`src/hdl/assert_macros.svh`:
```
// Concurrent assertion helpers for the RTL.
`ifndef ASSERT_MACROS_SVH
`define ASSERT_MACROS_SVH

`ifndef SYNTHESIS

// Check under a clock, quiet while reset is held.
`define ASSERT_CLK(lbl, clk, rst_n, prop) \
    lbl: assert property (@(posedge clk) disable iff (!rst_n) prop) \
        else $error("assertion failed");

// Check under a clock, live during reset as well.
`define ASSERT_NORST(lbl, clk, prop) \
    lbl: assert property (@(posedge clk) prop) else $error("assertion failed");

`else

`define ASSERT_CLK(lbl, clk, rst_n, prop)
`define ASSERT_NORST(lbl, clk, prop)

`endif

`endif

```
`src/hdl/tgaup_pkg.sv`:
```
`timescale 1ns / 1ps

package tgaup_pkg;

    localparam int OUT_BYTES_PER_PIXEL = 4;
    localparam int HEADER_BYTES        = 18;
    localparam int ADDR_W              = 34;
    localparam int TDATA_IN_W          = 8;
    localparam int TDATA_OUT_W         = 136;

    typedef enum logic [1:0] {
        KIND_PIXEL,
        KIND_HEADER,
        KIND_REJECT_MAP,
        KIND_BAD_DEPTH
    } t_kind;

    typedef struct packed {
        t_kind              kind;
        logic [7:0]         red;
        logic [7:0]         green;
        logic [7:0]         blue;
        logic [7:0]         alpha;
        logic [15:0]        column;
        logic [15:0]        row;
        logic [ADDR_W-1:0]  out_address;
        logic               last_pixel;
        logic [15:0]        image_width;
        logic [15:0]        image_height;
        logic               type_warning;
    } t_result;

endpackage

```
`src/hdl/tga_uncompressed_pixel_unpacker_core.sv`:
```
`timescale 1ns / 1ps
`include "assert_macros.svh"

// Unpacks an uncompressed truecolor TGA file fed one byte per request and
// returns one request per pixel (RGBA, column, row, output byte address) plus
// one status request when the 18-byte header completes. The core takes one
// byte every cycle while the output does not stall; a byte passes an input
// register and the parse logic and lands in the result register. Sustained
// rate is set by the single result register, which frees as soon as the
// downstream side takes it; a stalled output holds the input register and
// then drops tready.
module tga_uncompressed_pixel_unpacker_core (
    input  logic                                 i_clk,
    input  logic                                 i_rst_n,
    input  logic                                 i_s_axis_tvalid,
    output logic                                 o_s_axis_tready,
    // [7:0] data_byte
    input  logic [tgaup_pkg::TDATA_IN_W-1:0]     i_s_axis_tdata,
    // [0] start_of_file
    input  logic                                 i_s_axis_tuser,
    output logic                                 o_m_axis_tvalid,
    input  logic                                 i_m_axis_tready,
    // [7:0] red, [15:8] green, [23:16] blue, [31:24] alpha, [47:32] column,
    // [63:48] row, [97:64] out_address, [113:98] image_width,
    // [129:114] image_height, [130] type_warning, [135:131] zero
    output logic [tgaup_pkg::TDATA_OUT_W-1:0]    o_m_axis_tdata,
    // [1:0] kind
    output logic [1:0]                           o_m_axis_tuser,
    // last_pixel
    output logic                                 o_m_axis_tlast
);
    import tgaup_pkg::*;

    logic       r_in_valid;
    logic       r_in_sof;
    logic [7:0] r_in_byte;
    logic       r_out_valid;
    t_result    r_out;

    logic       w_out_adv;
    logic       w_proc;
    logic       w_res_valid;
    t_result    w_res;

    assign w_out_adv       = !r_out_valid || i_m_axis_tready;
    assign o_s_axis_tready = !r_in_valid || w_out_adv;
    assign w_proc          = r_in_valid && w_out_adv;

    always_ff @(posedge i_clk) begin
        if (!i_rst_n) begin
            r_in_valid <= 1'b0;
        end else if (o_s_axis_tready) begin
            r_in_valid <= i_s_axis_tvalid;
        end
    end

    always_ff @(posedge i_clk) begin
        if (o_s_axis_tready && i_s_axis_tvalid) begin
            r_in_sof  <= i_s_axis_tuser;
            r_in_byte <= i_s_axis_tdata;
        end
    end

    tgaup_parser u_parser (
        .i_clk       (i_clk),
        .i_rst_n     (i_rst_n),
        .i_en        (w_proc),
        .i_sof       (r_in_sof),
        .i_byte      (r_in_byte),
        .o_res_valid (w_res_valid),
        .o_res       (w_res)
    );

    always_ff @(posedge i_clk) begin
        if (!i_rst_n) begin
            r_out_valid <= 1'b0;
        end else if (w_out_adv) begin
            r_out_valid <= w_proc && w_res_valid;
        end
    end

    always_ff @(posedge i_clk) begin
        if (w_proc && w_res_valid) begin
            r_out <= w_res;
        end
    end

    assign o_m_axis_tvalid = r_out_valid;
    assign o_m_axis_tuser  = r_out.kind;
    assign o_m_axis_tlast  = r_out.last_pixel;
    assign o_m_axis_tdata  = {5'b00000, r_out.type_warning, r_out.image_height,
                              r_out.image_width, r_out.out_address, r_out.row,
                              r_out.column, r_out.alpha, r_out.blue, r_out.green,
                              r_out.red};

    `ASSERT_CLK(a_status_no_pixel_fields, i_clk, i_rst_n,
        r_out_valid && r_out.kind != KIND_PIXEL |-> r_out.column == 16'd0 &&
        r_out.row == 16'd0 && r_out.out_address == '0 && !r_out.last_pixel)
    `ASSERT_CLK(a_pixel_addr_aligned, i_clk, i_rst_n,
        r_out_valid && r_out.kind == KIND_PIXEL |-> r_out.out_address[1:0] == 2'b00)
    `ASSERT_CLK(a_stall_only_when_full, i_clk, i_rst_n,
        !o_s_axis_tready |-> r_in_valid && r_out_valid && !i_m_axis_tready)
    `ASSERT_NORST(a_reset_empties, i_clk, !i_rst_n |=> !r_in_valid && !r_out_valid)

endmodule

```
`src/hdl/tgaup_parser.sv`:
```
`timescale 1ns / 1ps

module tgaup_parser (
    input  logic                i_clk,
    input  logic                i_rst_n,
    input  logic                i_en,
    input  logic                i_sof,
    input  logic [7:0]          i_byte,
    output logic                o_res_valid,
    output tgaup_pkg::t_result  o_res
);
    import tgaup_pkg::*;

    typedef enum logic [2:0] {
        PH_IDLE,
        PH_HEADER,
        PH_IDSKIP,
        PH_PIXELS,
        PH_DONE
    } t_phase;

    localparam logic [4:0] HB_ID_LEN    = 5'd0;
    localparam logic [4:0] HB_MAP_TYPE  = 5'd1;
    localparam logic [4:0] HB_IMG_TYPE  = 5'd2;
    localparam logic [4:0] HB_WIDTH_LO  = 5'd12;
    localparam logic [4:0] HB_WIDTH_HI  = 5'd13;
    localparam logic [4:0] HB_HEIGHT_LO = 5'd14;
    localparam logic [4:0] HB_HEIGHT_HI = 5'd15;
    localparam logic [4:0] HB_DEPTH     = 5'd16;
    localparam logic [4:0] HB_LAST      = 5'(HEADER_BYTES - 1);

    localparam logic [7:0] IMG_TYPE_TRUECOLOR = 8'd2;
    localparam logic [7:0] DEPTH_15 = 8'd15;
    localparam logic [7:0] DEPTH_16 = 8'd16;
    localparam logic [7:0] DEPTH_24 = 8'd24;
    localparam logic [7:0] DEPTH_32 = 8'd32;

    localparam logic [ADDR_W-1:0] ADDR_STEP = ADDR_W'(OUT_BYTES_PER_PIXEL);

    function automatic logic [2:0] bytes_per_pixel(input logic [7:0] d);
        logic [2:0] n;
        case (d)
            DEPTH_15: n = 3'd2;
            DEPTH_16: n = 3'd2;
            DEPTH_24: n = 3'd3;
            DEPTH_32: n = 3'd4;
            default:  n = 3'd0;
        endcase
        return n;
    endfunction

    t_phase             r_phase,  n_phase;
    logic [4:0]         r_hcount, n_hcount;
    logic [7:0]         r_id,     n_id;
    logic               r_map,    n_map;
    logic               r_warn,   n_warn;
    logic [15:0]        r_width,  n_width;
    logic [15:0]        r_height, n_height;
    logic [7:0]         r_depth,  n_depth;
    logic [1:0]         r_bphase, n_bphase;
    logic [23:0]        r_gather, n_gather;
    logic [15:0]        r_col,    n_col;
    logic [15:0]        r_row,    n_row;
    logic [ADDR_W-1:0]  r_addr,   n_addr;

    logic [2:0]         w_need;
    logic [16:0]        w_col_inc;
    logic [16:0]        w_row_inc;
    logic               w_last;
    logic [15:0]        w_word;
    logic [7:0]         w_red, w_green, w_blue, w_alpha;
    logic               w_enter;

    assign w_need    = bytes_per_pixel(r_depth);
    assign w_col_inc = {1'b0, r_col} + 17'd1;
    assign w_row_inc = {1'b0, r_row} + 17'd1;
    assign w_last    = (w_col_inc == {1'b0, r_width}) && (w_row_inc == {1'b0, r_height});
    assign w_word    = {i_byte, r_gather[7:0]};

    always_comb begin
        if (w_need == 3'd2) begin
            w_red   = {3'b000, w_word[14:10]};
            w_green = {3'b000, w_word[9:5]};
            w_blue  = {3'b000, w_word[4:0]};
            if (r_depth == DEPTH_16) begin
                w_alpha = w_word[15] ? 8'hFF : 8'h00;
            end else begin
                w_alpha = 8'hFF;
            end
        end else if (w_need == 3'd3) begin
            w_red   = r_gather[7:0];
            w_green = r_gather[15:8];
            w_blue  = i_byte;
            w_alpha = 8'hFF;
        end else begin
            w_red   = r_gather[7:0];
            w_green = r_gather[15:8];
            w_blue  = r_gather[23:16];
            w_alpha = i_byte;
        end
    end

    always_comb begin
        n_phase     = r_phase;
        n_hcount    = r_hcount;
        n_id        = r_id;
        n_map       = r_map;
        n_warn      = r_warn;
        n_width     = r_width;
        n_height    = r_height;
        n_depth     = r_depth;
        n_bphase    = r_bphase;
        n_gather    = r_gather;
        n_col       = r_col;
        n_row       = r_row;
        n_addr      = r_addr;
        w_enter     = 1'b0;
        o_res_valid = 1'b0;
        o_res       = '0;
        o_res.kind  = KIND_PIXEL;

        if (i_en) begin
            if (i_sof) begin
                n_phase  = PH_HEADER;
                n_hcount = 5'd1;
                n_id     = i_byte;
                n_map    = 1'b0;
                n_warn   = 1'b0;
                n_width  = '0;
                n_height = '0;
                n_depth  = '0;
                n_bphase = '0;
                n_gather = '0;
                n_col    = '0;
                n_row    = '0;
                n_addr   = '0;
            end else begin
                case (r_phase)
                    PH_HEADER: begin
                        n_hcount = r_hcount + 5'd1;
                        case (r_hcount)
                            HB_ID_LEN:    n_id            = i_byte;
                            HB_MAP_TYPE:  n_map           = (i_byte != 8'h00);
                            HB_IMG_TYPE:  n_warn          = (i_byte != IMG_TYPE_TRUECOLOR);
                            HB_WIDTH_LO:  n_width[7:0]    = i_byte;
                            HB_WIDTH_HI:  n_width[15:8]   = i_byte;
                            HB_HEIGHT_LO: n_height[7:0]   = i_byte;
                            HB_HEIGHT_HI: n_height[15:8]  = i_byte;
                            HB_DEPTH:     n_depth         = i_byte;
                            default: ;
                        endcase
                        if (r_hcount == HB_LAST) begin
                            o_res_valid = 1'b1;
                            if (r_map) begin
                                o_res.kind = KIND_REJECT_MAP;
                                n_phase    = PH_DONE;
                            end else if (w_need == 3'd0) begin
                                o_res.kind = KIND_BAD_DEPTH;
                                n_phase    = PH_DONE;
                            end else begin
                                o_res.kind = KIND_HEADER;
                                if (r_id != 8'd0) begin
                                    n_phase = PH_IDSKIP;
                                end else begin
                                    w_enter = 1'b1;
                                end
                            end
                        end
                    end
                    PH_IDSKIP: begin
                        n_id = r_id - 8'd1;
                        if (n_id == 8'd0) begin
                            w_enter = 1'b1;
                        end
                    end
                    PH_PIXELS: begin
                        if (w_need == 3'd0) begin
                            n_phase = PH_DONE;
                        end else if (({1'b0, r_bphase} + 3'd1) < w_need) begin
                            case (r_bphase)
                                2'd0:    n_gather[7:0]   = i_byte;
                                2'd1:    n_gather[15:8]  = i_byte;
                                default: n_gather[23:16] = i_byte;
                            endcase
                            n_bphase = r_bphase + 2'd1;
                        end else begin
                            o_res_valid       = 1'b1;
                            o_res.red         = w_red;
                            o_res.green       = w_green;
                            o_res.blue        = w_blue;
                            o_res.alpha       = w_alpha;
                            o_res.column      = r_col;
                            o_res.row         = r_row;
                            o_res.out_address = r_addr;
                            o_res.last_pixel  = w_last;
                            n_bphase          = '0;
                            n_gather          = '0;
                            n_addr            = r_addr + ADDR_STEP;
                            if (w_col_inc >= {1'b0, r_width}) begin
                                n_col = '0;
                                n_row = w_row_inc[15:0];
                            end else begin
                                n_col = w_col_inc[15:0];
                            end
                            if (w_last) begin
                                n_phase = PH_DONE;
                            end
                        end
                    end
                    default: ;
                endcase
            end

            if (w_enter) begin
                n_bphase = '0;
                n_gather = '0;
                n_col    = '0;
                n_row    = '0;
                n_addr   = '0;
                n_phase  = (n_width == 16'd0 || n_height == 16'd0) ? PH_DONE : PH_PIXELS;
            end
        end

        o_res.image_width  = n_width;
        o_res.image_height = n_height;
        o_res.type_warning = n_warn;
    end

    always_ff @(posedge i_clk) begin
        if (!i_rst_n) begin
            r_phase  <= PH_IDLE;
            r_hcount <= '0;
            r_id     <= '0;
            r_map    <= 1'b0;
            r_warn   <= 1'b0;
            r_width  <= '0;
            r_height <= '0;
            r_depth  <= '0;
            r_bphase <= '0;
            r_gather <= '0;
            r_col    <= '0;
            r_row    <= '0;
            r_addr   <= '0;
        end else begin
            r_phase  <= n_phase;
            r_hcount <= n_hcount;
            r_id     <= n_id;
            r_map    <= n_map;
            r_warn   <= n_warn;
            r_width  <= n_width;
            r_height <= n_height;
            r_depth  <= n_depth;
            r_bphase <= n_bphase;
            r_gather <= n_gather;
            r_col    <= n_col;
            r_row    <= n_row;
            r_addr   <= n_addr;
        end
    end

endmodule

```
`config.mk`:
```
export PLATFORM = sky130hd
export DESIGN_NAME = tga_uncompressed_pixel_unpacker_core
export DESIGN_NICKNAME = d
export VERILOG_FILES = /design/src/hdl/tgaup_pkg.sv /design/src/hdl/tga_uncompressed_pixel_unpacker_core.sv /design/src/hdl/tgaup_parser.sv
export VERILOG_INCLUDE_DIRS = /design/src /design/src/hdl
export SDC_FILE = /design/constraint.sdc
export NUM_CORES = 1
export LEC_CHECK = 0
export ABC_CLOCK_PERIOD_IN_PS = 8400
export BUFFER_PORTS_ARGS = -buffer_cell sky130_fd_sc_hd__buf_2
export CAP_MARGIN = 40
export CORE_MARGIN = 1.5
export CORE_UTILIZATION = 30
export DETAILED_ROUTE_END_ITERATION = 12
export PLACE_DENSITY = 0.57
export SLEW_MARGIN = 5
export SYNTH_ARGS = -nofsm -noshare
export SYNTH_HDL_FRONTEND = slang
export SYNTH_SLANG_ARGS = --single-unit
```
`constraint.sdc`:
```
create_clock -name i_clk -period 8.4 [get_ports i_clk]
set_input_delay 0.42 -clock i_clk [delete_from_list [all_inputs] [get_ports i_clk]]
set_output_delay 0.42 -clock i_clk [all_outputs]
set_load 0.01 [all_outputs]
```
==> out/metrics.yaml, run 1 <==
cts_root_buffer: "clkbuf_16"
yosysTopAreaCell: "edfxtp_1"
start_kind: "flop"
cap_violations: 0
globalplace.congestion: 0.892
post_cts_buffers: 0
hold_viol: 0
cts.htree.levels: 2
diodes: 0
tns_ns: 0
drc: 0
yosys-top-cells-count: "dfxtp_1 (150), edfxtp_1 (141), and2_1 (104)"
path_clk_slew_ns: 0.06
period_share_pct: 55.4
synth_warnings: 0
run_status: "complete, no violations"
clk_path_buf_depth: 3
drt_iter0_markers: 939
synthTopCellsByArea: "edfxtp_1 (30%), dfxtp_1 (21%), and2_1 (4.6%)"
rr_worst_depth: 10
finalCriticalPeriod_ns: 4.65
vias: 11200
numClockSinks: 291
wirelength_um: 38000
dp_hpwl_um: 26300
coreArea_um2: 45800
leakagePower_nw: 5.38
ys_seq_elements: 291
antenna_found_initial: 0
fin_area_um2: 16500
worstSetupPathType: "reg -> reg"
initial_core_util_pct: 30.6
synth_flop_cell: "dfxtp_1"
dr.pass1.iters: 6
grt_max_degree: 61
cp.arrival_ns: 4.82
skew_ns: 0.0246
fillers: 4547
fin_util_pct: 36.0
die_x_um: 219
rsz0062_at_grt: "no"
dpl_cell_area_um2: 15400
setup_viol: 0
p_per_area_nw_per_um2: 189
syn-cell-area_um2: 14000
area_delta_synth_final_pct: 17.7
synthCells: 1397
syn_area_per_cell_um2: 10.0
worstPathRequired_ns: 8.57
hold_start: "i_s_axis_tdata[7]"
insertion_delay_ns: 0.55
whs_ns: 0.0606
cp_slowest_cell: "and3_1"
grt_pass1_vias: 10400
ff2ff_setup_slack_ns: 3.75
synth_edf_count: 141
regToRegStartpoint: "u_parser.r_depth[4]"
final_layout_size_suffix_gt1_share_pct: 16.3
maxSlewViolCount: 0
ant_nets: 0
holdCritPathClass: "in -> reg"
die_y_um: 219
viasPerCell: 5.21
num_io_pins: 154
cts_buffers: 34
ys_seq_area_share_pct: 51.7
die_area_um2: 48000
ir_drop_mv: 0.107
grt_usage_pct: 15.8
hold_path_end: "r_in_byte[7]"
grt_pass1_wl_um: 59500
max_stage_delay_ns: 0.69
end_kind: "flop"
synthMostInstantiatedCell: "dfxtp_1"
synth.top_cell.area_share_pct: 30.2
relSlewSlack_pct: 43.2
grt_overflow: 0
path_cells: "nor4b_1 -> and3_1 -> a21oi_1 -> ha_1 -> nand2_1 -> o21ai_0 -> nor2_1 -> or3_1 -> nand2_4 -> buf_4"
cts_resized: 0
async_reset_ff_share_pct: 0
fmax_ghz: 0.215
num_rows: 78
layout.nets: 1562
cts_tree: "built"
port_buffers: 146
timing.rr.end: "o_m_axis_tdata[51]"
min_path_cells: 1
crit_path_max_fanout: 54
synth_cell_types: 73
wl_per_cell_um: 17.7
cts_hold_buf: 0
tightest_slew_ns: 0.852
[per-stage QoR]
step | worst slack [ns] | total power [mW] | instances
floorplan | 1.96 | 1.60 | 1403
global placement | 3.80 | 1.63 | 2073
detailed placement | 3.75 | 1.64 | 2081
CTS | 3.71 | 3.15 | 2143
global route | 3.26 | 3.22 | 2143
finish | 3.75 | 3.11 | 2143
[worst max-delay path, delay by kind of cell, from the launching register on]
kind                     cells  cell delay, ns
AND/OR/NAND/NOR              6            2.41
buffers and inverters        1            0.66
flip-flops                   1            0.39
adder cells (fa/ha/maj)      1            0.31
AO/OA/AOI/OAI                2            0.45
[how the worst max path moves through the flow]
stage                        startpoint                 end  slack [ns]  cells after the start
finish              u_parser.r_depth[4]  o_m_axis_tdata[51]        3.75                     10
global route        u_parser.r_depth[4]  u_parser.r_row[11]        3.26                     12
CTS                 u_parser.r_depth[4]  o_m_axis_tdata[51]        3.71                     10
detailed placement  u_parser.r_depth[4]  o_m_axis_tdata[52]        3.75                     10
global placement    u_parser.r_depth[4]  o_m_axis_tdata[38]        3.80                     10
floorplan           u_parser.r_depth[0]   o_m_axis_tdata[0]        1.96                     13
[flip-flops by register name, summed over array words and instances (netlist names), 2 cells and up]
| signal | cells |
|---|---|
| u_parser.r_row | 16 |
| u_parser.r_addr | 32 |
| u_parser.r_phase | 3 |
| u_parser.r_hcount | 5 |
| o_m_axis_tuser | 2 |
| u_parser.r_depth | 8 |
| u_parser.r_id | 8 |
| u_parser.r_width | 16 |
| u_parser.r_col | 16 |
| u_parser.r_height | 16 |
| u_parser.r_bphase | 2 |
| r_in_byte | 8 |
| u_parser.r_gather | 24 |
| o_m_axis_tdata | 129 |
[power breakdown]
part | internal (mW) | switching (mW) | total, mW | leakage, nW
clock network | 0.895 | 0.605 | 1.50 | 0.546
registers | 1.48 | 0.0149 | 1.50 | 2.23
logic | 0.0312 | 0.0814 | 0.113 | 2.60
total | 2.41 | 0.701 | 3.11 | 5.38
[final cells by class]
class	instances	area, um2	share of cell area, %
flip-flops and latches	291	7240	43.9
multi-input cells	978	6280	38.1
repair buffers	173	956	5.80
clock buffers	45	912	5.53
well taps	600	751	4.55
clock inverters	17	209	1.27
inverters	39	146	0.888
[layer usage]
metal | track usage [%] | share of wire, %
met1 | 21.7 | 46
met3 | 2.80 | 5.8
met5 | 0 | 0
met4 | 6.46 | 3.1
met2 | 24.7 | 45
[placed cells by master (no fill, tap or decap), types with 12 or more instances in the layout]
cell	instances
dfxtp_1	150
buf_2	146
edfxtp_1	141
and2_1	104
a21oi_1	93
nand2_1	86
nor2_1	86
o21ai_0	56
nand3_1	52
inv_1	38
a22oi_1	36
clkbuf_16	34
ha_1	32
nor3_1	29
xnor2_1	29
nand4_1	28
nand3b_1	26
nand2b_1	26
buf_4	24
mux2i_1	20
or3_1	18
a21o_1	16
a22o_1	15
nor4_1	15
o31ai_1	15
and3_1	14
o211ai_1	14
xor2_1	13
o22ai_1	13
or4_1	12
[kinds of logic after synthesis]
logic type / Yosys count / share of synthesized area [%]
adder cells (fa/ha/maj): 32 / 2.86
multiplexers: 22 / 1.59
other: 1 / 0.0268
XOR/XNOR: 43 / 2.79
AND/OR/NAND/NOR: 545 / 21.7
flip-flops: 291 / 51.7
buffers and inverters: 134 / 3.87
AO/OA/AOI/OAI: 329 / 15.5
Power figures use the tool's default switching activity.
==> run 2, diff against run 1 <==
--- a/config.mk
+++ b/config.mk
@@ -6,7 +6,7 @@
 export SDC_FILE = /design/constraint.sdc
 export NUM_CORES = 1
 export LEC_CHECK = 0
-export ABC_CLOCK_PERIOD_IN_PS = 8400
+export ABC_CLOCK_PERIOD_IN_PS = 4800
 export BUFFER_PORTS_ARGS = -buffer_cell sky130_fd_sc_hd__buf_2
 export CAP_MARGIN = 40
 export CORE_MARGIN = 1.5
==> constraint.sdc (replaced) <==
create_clock -name i_clk -period 4.8 [get_ports i_clk]
set_input_delay 0.24 -clock i_clk [delete_from_list [all_inputs] [get_ports i_clk]]
set_output_delay 0.24 -clock i_clk [all_outputs]
set_load 0.01 [all_outputs]
==> run 2 against run 1 <==
  * Sequential power grew 75%
  * Maximum frequency increased by 12%
  * First-iteration DRC count is 8.2% lower
  * Count of clock-buffer cells in the layout fell by 5
  * Setup slack worse by 3.1 ns
  * Flip-flop and latch count unchanged
  * Sequential share of layout area decreased by 0.40 points
==> out/metrics.yaml, run 2 (synthesized netlist as in run 1, its figures left out) <==
run_status: "complete, no violations"
numClockSinks: 291
end_kind: "flop"
regToRegStartpoint: "u_parser.r_depth[4]"
clk_path_buf_depth: 3
layout.nets: 1575
final_common_cell: "dfxtp_1"
die_area_um2: 48000
grt_overflow: 0
cts_root_buffer: "clkbuf_16"
drc: 0
hold_viol: 0
cp.arrival_ns: 4.58
wl_per_cell_um: 17.9
period_share_pct: 86.5
path_clk_slew_ns: 0.06
globalplace.congestion: 0.899
cap_violations: 0
grt_pass1_wl_um: 59500
fmax_ghz: 0.241
rr_worst_depth: 13
port_buffers: 146
grt_usage_pct: 15.9
ant_nets: 0
largest_register_ffs: 129
tns_ns: 0
setup_ws_ns: 0.646
critPathLaunch: "u_parser.r_depth[4]"
fin_area_um2: 16600
setup_viol: 0
cts_buffers: 34
cts_tree: "built"
area_delta_synth_final_pct: 18.8
maxSlewViolCount: 0
start_kind: "flop"
dp_slack_ns: 0.703
crit_path_max_fanout: 22
initial_core_util_pct: 30.6
insertion_delay_ns: 0.54
ff2ff_setup_slack_ns: 0.65
ir_drop_mv: 0.197
crit_path_end: "u_parser.r_addr[33]"
holdCritPathClass: "in -> reg"
final_layout_size_suffix_gt1_share_pct: 16.5
p_per_area_nw_per_um2: 330
grt_max_degree: 60
final_cell_mix: "dfxtp_1 (150), buf_2 (146), edfxtp_1 (141)"
diodes: 0
die_x_um: 219
timing.rr.end: "u_parser.r_addr[33]"
die_y_um: 219
drt_iter0_markers: 862
leakagePower_nw: 5.45
coreArea_um2: 45800
dr.pass1.iters: 5
vias: 11200
rsz0062_at_grt: "no"
finalCriticalPeriod_ns: 4.15
tightest_slew_ns: 0.962
worstPathRequired_ns: 5.23
num_rows: 78
cts_resized: 0
antenna_found_initial: 0
dp_hpwl_um: 26500
cts.htree.levels: 2
relSlewSlack_pct: 35.8
dpl_cell_area_um2: 15400
grt_pass1_vias: 10500
skew_ns: 0.0167
num_io_pins: 154
worstSetupPathType: "reg -> reg"
viasPerCell: 5.19
wirelength_um: 38500
-- run 2: final cells by class --
type                            instances  area (um2)
Tap cell                              600         751
Clock inverter                         22         234
Clock buffer                           40         915
Multi-Input combinational cell        978        6280
Timing Repair Buffer                  186        1080
Inverter                               39         146
Fill cell                            4513       29100
Sequential cell                       291        7240
-- run 2: critical path, cell delays in order, from the launching register on --
cell	delay, ns
dfxtp_1	0.40
nor4b_1	0.55
nand2b_1	0.14
nand2_1	0.13
a21oi_1	0.08
ha_1	0.31
nand2_1	0.05
o21ai_0	0.33
o221a_2	0.29
a2111oi_2	0.05
buf_4	0.20
or4_1	0.84
or4_1	0.53
mux2i_1	0.13
-- run 2: where the power goes --
group	switching, mW	internal (mW)
clock	1.08	1.59
sequential	0.0261	2.59
combinational	0.146	0.0597
total	1.25	4.25
-- run 2: metrics by stage --
stage | cells | hold WS, ns | utilization (%) | power [mW]
after global placement | 2082 | 0.420 | 33.6 | 2.87
after CTS | 2156 | 0.0433 | 36.4 | 5.57
after global routing | 2156 | 0.0756 | 36.4 | 5.69
after floorplan | 1403 | 0.339 | - | 2.79
final | 2156 | 0.0745 | 36.4 | 5.49
after detailed placement | 2084 | 0.418 | 33.6 | 2.87
-- run 2: worst min path at each step --
stage,slack (ns),depth (start not counted),end,from
2_1_floorplan,0.34,0,r_in_byte[0],i_s_axis_tdata[0]
3_3_place_gp,0.42,1,r_in_byte[4],i_s_axis_tdata[4]
6_report,0.07,4,o_m_axis_tvalid,i_m_axis_tready
3_5_place_dp,0.42,1,r_in_byte[4],i_s_axis_tdata[4]
4_1_cts,0.04,4,o_m_axis_tvalid,i_m_axis_tready
5_1_grt,0.08,4,o_m_axis_tvalid,i_m_axis_tready
-- run 2: repair_timing --
item	CTS	global route
hold buffers	10	0
setup endpoints to repair	0	0
setup buffers	0	0
hold endpoints to repair	10	0
-- run 2: layer usage --
layer  vias to the layer above  global-route usage (%)  share of wire (%)
met5                         -                       0                  0
met4                         0                    5.32                2.8
met3                        71                    3.67                6.1
met2                       330                    24.9                 45
met1                      5386                    21.4                 46
li1                       5401                       -                  -
